[src/f2h_pkg.sv]
// Constants for the fp32 to fp20 converter
`default_nettype none
package f2h_pkg;
   localparam int unsigned ExpLow     = 84;
   localparam int unsigned ExpHigh    = 159;
   localparam int unsigned ExpOffset  = 96;
   localparam int unsigned ExpNormal  = 97;
   localparam logic [5:0]  ExpMax     = 6'b111110;
   localparam logic [12:0] MantMax    = 13'b1111111111111;
   localparam logic [23:0] RoundAdd   = 24'b10000000000;
   typedef logic [19:0] word20_type;
endpackage
`default_nettype wire

[src/fp32_to_fp20_converter.sv]
// fp32 to fp20 converter top level
//
// Usage:
//   Drive req_single_bits and raise start; the transaction is taken at
//   the rising edge where start is high and busy is low. busy is always low
//   out of reset, so one value can be taken every clock cycle.
//   The result appears on rsp_half20_bits, rsp_overflow_flag and
//   rsp_underflow_flag in the cycle after the input register loads, marked
//   by rsp_valid for one cycle.
//   Throughput: 1 transaction per cycle, set by the two-register path.
//   Reset clears both valid bits; no result is pending afterwards.
//   The receiver cannot stall; each result is shown for exactly one cycle.
//   Overflow saturates to exponent 62, mantissa all ones, sign kept.
//   Underflow gives +0.
`default_nettype none
module fp32_to_fp20_converter (
   input  wire logic        clock,
   input  wire logic        reset,
   input  wire logic        start,
   output logic             busy,
   input  wire logic [31:0] req_single_bits,
   output logic             rsp_valid,
   output logic [19:0]      rsp_half20_bits,
   output logic             rsp_overflow_flag,
   output logic             rsp_underflow_flag
);
   logic        in_vld_ff;
   logic [31:0] in_bits_ff;
   logic        out_vld_ff;
   logic [19:0] out_bits_ff, out_bits_in;
   logic        ovf_ff, ovf_in, unf_ff, unf_in;

   logic        sgn;
   logic [7:0]  e;
   logic [22:0] f;
   logic [23:0] full, shifted, rnd;
   logic [3:0]  sh;
   logic [19:0] mag;

   assign busy = 1'b0;

   always_comb begin
      sgn = in_bits_ff[31];
      e   = in_bits_ff[30:23];
      f   = in_bits_ff[22:0];
      full = {1'b1, f};
      sh  = 4'(8'(f2h_pkg::ExpNormal) - e);
      shifted = full >> sh;
      if (e >= 8'(f2h_pkg::ExpNormal)) begin
         rnd = {1'b0, f} + (f[9] ? f2h_pkg::RoundAdd : 24'd0);
         mag = {6'(e - 8'(f2h_pkg::ExpOffset)), 13'd0} + 20'(rnd[23:10]);
      end else begin
         rnd = shifted + (full[5'd9 + 5'(sh)] ? f2h_pkg::RoundAdd : 24'd0);
         mag = 20'(rnd[23:10]);
      end
      out_bits_in = {sgn, mag[18:0]};
      ovf_in = 1'b0;
      unf_in = 1'b0;
      if (e < 8'(f2h_pkg::ExpLow)) begin
         out_bits_in = '0;
         unf_in = 1'b1;
      end else if (e >= 8'(f2h_pkg::ExpHigh) || mag[19:13] > 7'(f2h_pkg::ExpMax)) begin
         out_bits_in = {sgn, f2h_pkg::ExpMax, f2h_pkg::MantMax};
         ovf_in = 1'b1;
      end
   end

   always_ff @(posedge clock) begin
      if (reset) begin
         in_vld_ff  <= 1'b0;
         out_vld_ff <= 1'b0;
      end else begin
         in_vld_ff  <= start;
         out_vld_ff <= in_vld_ff;
      end
      in_bits_ff  <= req_single_bits;
      out_bits_ff <= out_bits_in;
      ovf_ff      <= ovf_in;
      unf_ff      <= unf_in;
   end

   assign rsp_valid          = out_vld_ff;
   assign rsp_half20_bits    = out_bits_ff;
   assign rsp_overflow_flag  = ovf_ff;
   assign rsp_underflow_flag = unf_ff;
endmodule
`default_nettype wire

[config.mk]
export PLATFORM = sky130hd
export DESIGN_NAME = fp32_to_fp20_converter
export DESIGN_NICKNAME = d
export VERILOG_FILES = /design/src/f2h_pkg.sv /design/src/fp32_to_fp20_converter.sv
export SDC_FILE = /design/constraint.sdc
export NUM_CORES = 1
export LEC_CHECK = 0
export ABC_AREA = 1
export BUFFER_PORTS_ARGS = -buffer_cell sky130_fd_sc_hd__buf_2
export CAP_MARGIN = 10
export CORE_ASPECT_RATIO = 0.9
export CORE_UTILIZATION = 50
export CTS_CLUSTER_DIAMETER = 100
export DETAILED_ROUTE_END_ITERATION = 10
export PLACE_DENSITY = 0.76
export SYNTH_ARGS = -nofsm -noshare
export SYNTH_HDL_FRONTEND = slang
export SYNTH_SLANG_ARGS = --single-unit
[constraint.sdc]
create_clock -name clock -period 3.1 [get_ports clock]
set_clock_uncertainty 0.05 [all_clocks]
set_input_delay 0.62 -clock clock [delete_from_list [all_inputs] [get_ports clock]]
set_output_delay 0.62 -clock clock [all_outputs]
set_load 0.02 [all_outputs]
==> results_dict.tcl <==
set metrics [dict create \
    antenna_cells 0 \
    p_clk_share_pct 23.4 \
    antenna_found_initial 0 \
    fin_crit_sh_pct 93.9 \
    hold_viol 0 \
    area_growth_pct 19.1 \
    h-tree-depth 2 \
    yosysMostFrequentCell "nand2_1" \
    synth_area_per_cell_um2 7.13 \
    drt_iter0_markers 305 \
    grtUsageTotal_pct 26.3 \
    synth_seq_cells 56 \
    outcome "completed" \
    setup_slack_ns 0.189 \
    synth_largest_area_cell "dfxtp_1" \
    grt_max_degree 27 \
    clk_latency_ns 0.31 \
    drt_wl_total_um 8750 \
    synth_top_family_by_area "simple AND/OR/NAND/NOR gates" \
    combPwrFrac_pct 29.3 \
    peakVddDrop_uv 351 \
    drive_above_1_share_pct 28.7 \
    regArea_mm2 0.00113 \
    crit_fanout 7 \
    share_seq_of_total_power_pct 47.3 \
    crit_required_ns 3.25 \
    viasPerCell 5.41 \
    port_buffers 57 \
    timing.max_cap.violations 0 \
    timing.critical_path.buf_inv 3 \
    ys_warn_count 0 \
    ys.flop_type "dfxtp_1" \
    drtPass1Iterations 5 \
    routedWlPerCell_um 14.3 \
    synthDistinctLibCells 43 \
    critPathLaunchType "flop" \
    place_ws_ns 0.102 \
    power_density_mw_per_mm2 440 \
    synth_top_area_share_pct 34.5 \
    yosysSeqAreaShare_pct 34.5 \
    rows 27 \
    hold_path.class "input pin to flop" \
    ctsRootBufferMaster "clkbuf_8" \
    end_kind "flop" \
    critPathKind "flop to flop" \
    cts_tree "done" \
    syn_nets 503 \
    p_int_mw 1.11 \
    grt_pass1_vias 3061 \
    synth_area_mm2 0.00325 \
    dieArea_mm2 0.00682 \
    swShare_pct 34.6 \
    critical-path-top-delay-family "adder cells" \
    synth_edf_count 0 \
    crit_slowest_cell "dfxtp_4" \
    clk_pin_slew_ns 0.10 \
    nNetsFinal 574 \
    cts_sinks 56 \
    max_freq_mhz 343 \
    die_h_um 78.4 \
    synthMuxAreaShare_pct 0 \
    die_w_um 86.9 \
    hold_buffers 0 \
    clockBufferDepth 2 \
    yosys.area_share.adder_pct 5.01 \
    period_needed_ns 2.91 \
    switchingPower_mw 0.589 \
    syn-instance-count 455 \
    start_util_pct 52.5 \
    synthTopCellsByArea "dfxtp_1 (35%), nand2_1 (13%), nand3_1 (9.1%)" \
    setup_violations 0 \
    cts_made_buffers 5 \
    synth_common_cells "nand2_1 (112), nand3_1 (59), dfxtp_1 (56)" \
    synthArstFlopShare_pct 0 \
    dp_hpwl_um 6800 \
    synth_compound_area_share_pct 11.5 \
    grt.overflow.total 0 \
    io_pins 59 \
    crit_path_frequent_cell "nor2_1" \
    slew_viol_final 0 \
    grt_pass1_wl_um 14100 \
    synthSimpleGateAreaFrac_pct 37.9 \
    coreArea_mm2 0.00618 \
    path_cells "inv_2 -> ha_1 -> nor2_1 -> buf_4 -> nor2_1 -> nor3_1 -> o21ai_0 -> ha_1 -> ha_1 -> buf_4 -> o21ai_0 -> o22ai_1 -> nor2_1 -> nor2_1" \
    multiInputGateArea_mm2 0.00189 \
    n_fill_cell 563 \
    gp_congestion 0.946 \
    p_leak_nw 1.91 \
    drc_errors 0 \
    vias 3319 \
    crit_arrival_ns 3.06 \
    tns_ns 0 \
    final_antenna_net_count 0 \
    synth-xor-area-share_pct 2.12 \
    cp_slowest_stage_delay_ns 0.40 \
]
power by group through the flow:
stage / clock (mW) / sequential [mW] / combinational, mW
finish: 0.398 / 0.804 / 0.499
global placement: 0 / 0.819 / 0.473
detailed placement: 0 / 0.819 / 0.481
floorplan: 0 / 0.854 / 0.297
global route: 0.436 / 0.809 / 0.546
CTS: 0.399 / 0.803 / 0.483
state kept, by name, indices dropped and copies added (netlist names):
name                count
in_bits_ff             32
rsp_underflow_flag      1
rsp_half20_bits        20
rsp_overflow_flag       1
in_vld_ff               1
rsp_valid               1
placed cells by master, fill, tap and decap left out, drive strengths merged, types with 3 or more instances in the layout:
cell type and n:
inv 46, clkinv 4, a31oi 3, nor3 8, clkbuf 5, a21oi 28, dfxtp 56, xor2 6
nand2 119, nor2 42, nand4 9, o21ai 20, buf 80, nand3 69, ha 13
final timing paths:
kind	startpoint	to	cells after the start	slack, ns
worst min register to register	in_vld_ff$_SDFF_PP0_	rsp_valid$_SDFF_PP0_	2	0.36
worst max-delay path	in_bits_ff[24]$_DFF_P_	rsp_half20_bits[2]$_SDFF_PP0_	14	0.19
worst min-delay path	req_single_bits[0]	in_bits_ff[0]$_DFF_P_	1	0.35
worst max register to register	in_bits_ff[24]$_DFF_P_	rsp_half20_bits[2]$_SDFF_PP0_	14	0.19
per-layer routing:
metal | track usage (%) | wire length, um
met1 | 35.8 | 3840
met2 | 44.2 | 4150
met3 | 2.31 | 526
met4 | 7.83 | 234
met5 | 0 | 0
stage by stage:
step	util (%)	hold slack (ns)	area, um2	total power [mW]	cells
floorplan	-	0.338	3250	1.15	455
global placement	59.4	0.340	3670	1.29	602
detailed placement	59.4	0.350	3670	1.30	602
CTS	60.9	0.349	3770	1.69	610
global route	62.5	0.334	3860	1.79	614
finish	62.5	0.351	3860	1.70	614
what timing repair did:
| item | 4_1_cts | 5_1_grt |
|---|---|---|
| setup endpoints to repair | 0 | 19 |
| setup buffers | 0 | 4 |
| gates resized for setup | 0 | 20 |
cell type report:
| class | count | share of cell area (%) |
|---|---|---|
| tap | 87 | 2.82 |
| inverter | 47 | 4.73 |
| multi-input combinational | 336 | 49.0 |
| clock inverter | 3 | 0.583 |
| clock buffer | 5 | 1.78 |
| timing repair buffer | 80 | 11.8 |
| sequential | 56 | 29.2 |
logic make-up after synthesis:
logic type / after synthesis
XOR/XNOR: 7
AO/OA/AOI/OAI: 64
other: 1
adder cells (fa/ha/maj): 13
buffers and inverters: 63
AND/OR/NAND/NOR: 251
flip-flops: 56
worst reg2reg max path, cell delays in order (launching register included):
cell	delay, ns
dfxtp_4	0.40
inv_2	0.06
ha_1	0.34
nor2_1	0.22
buf_4	0.16
nor2_1	0.06
nor3_1	0.17
o21ai_0	0.14
ha_1	0.24
ha_1	0.22
buf_4	0.15
o21ai_0	0.31
o22ai_1	0.13
nor2_1	0.12
nor2_1	0.05
No activity file was read; power rests on OpenSTA's default activity.
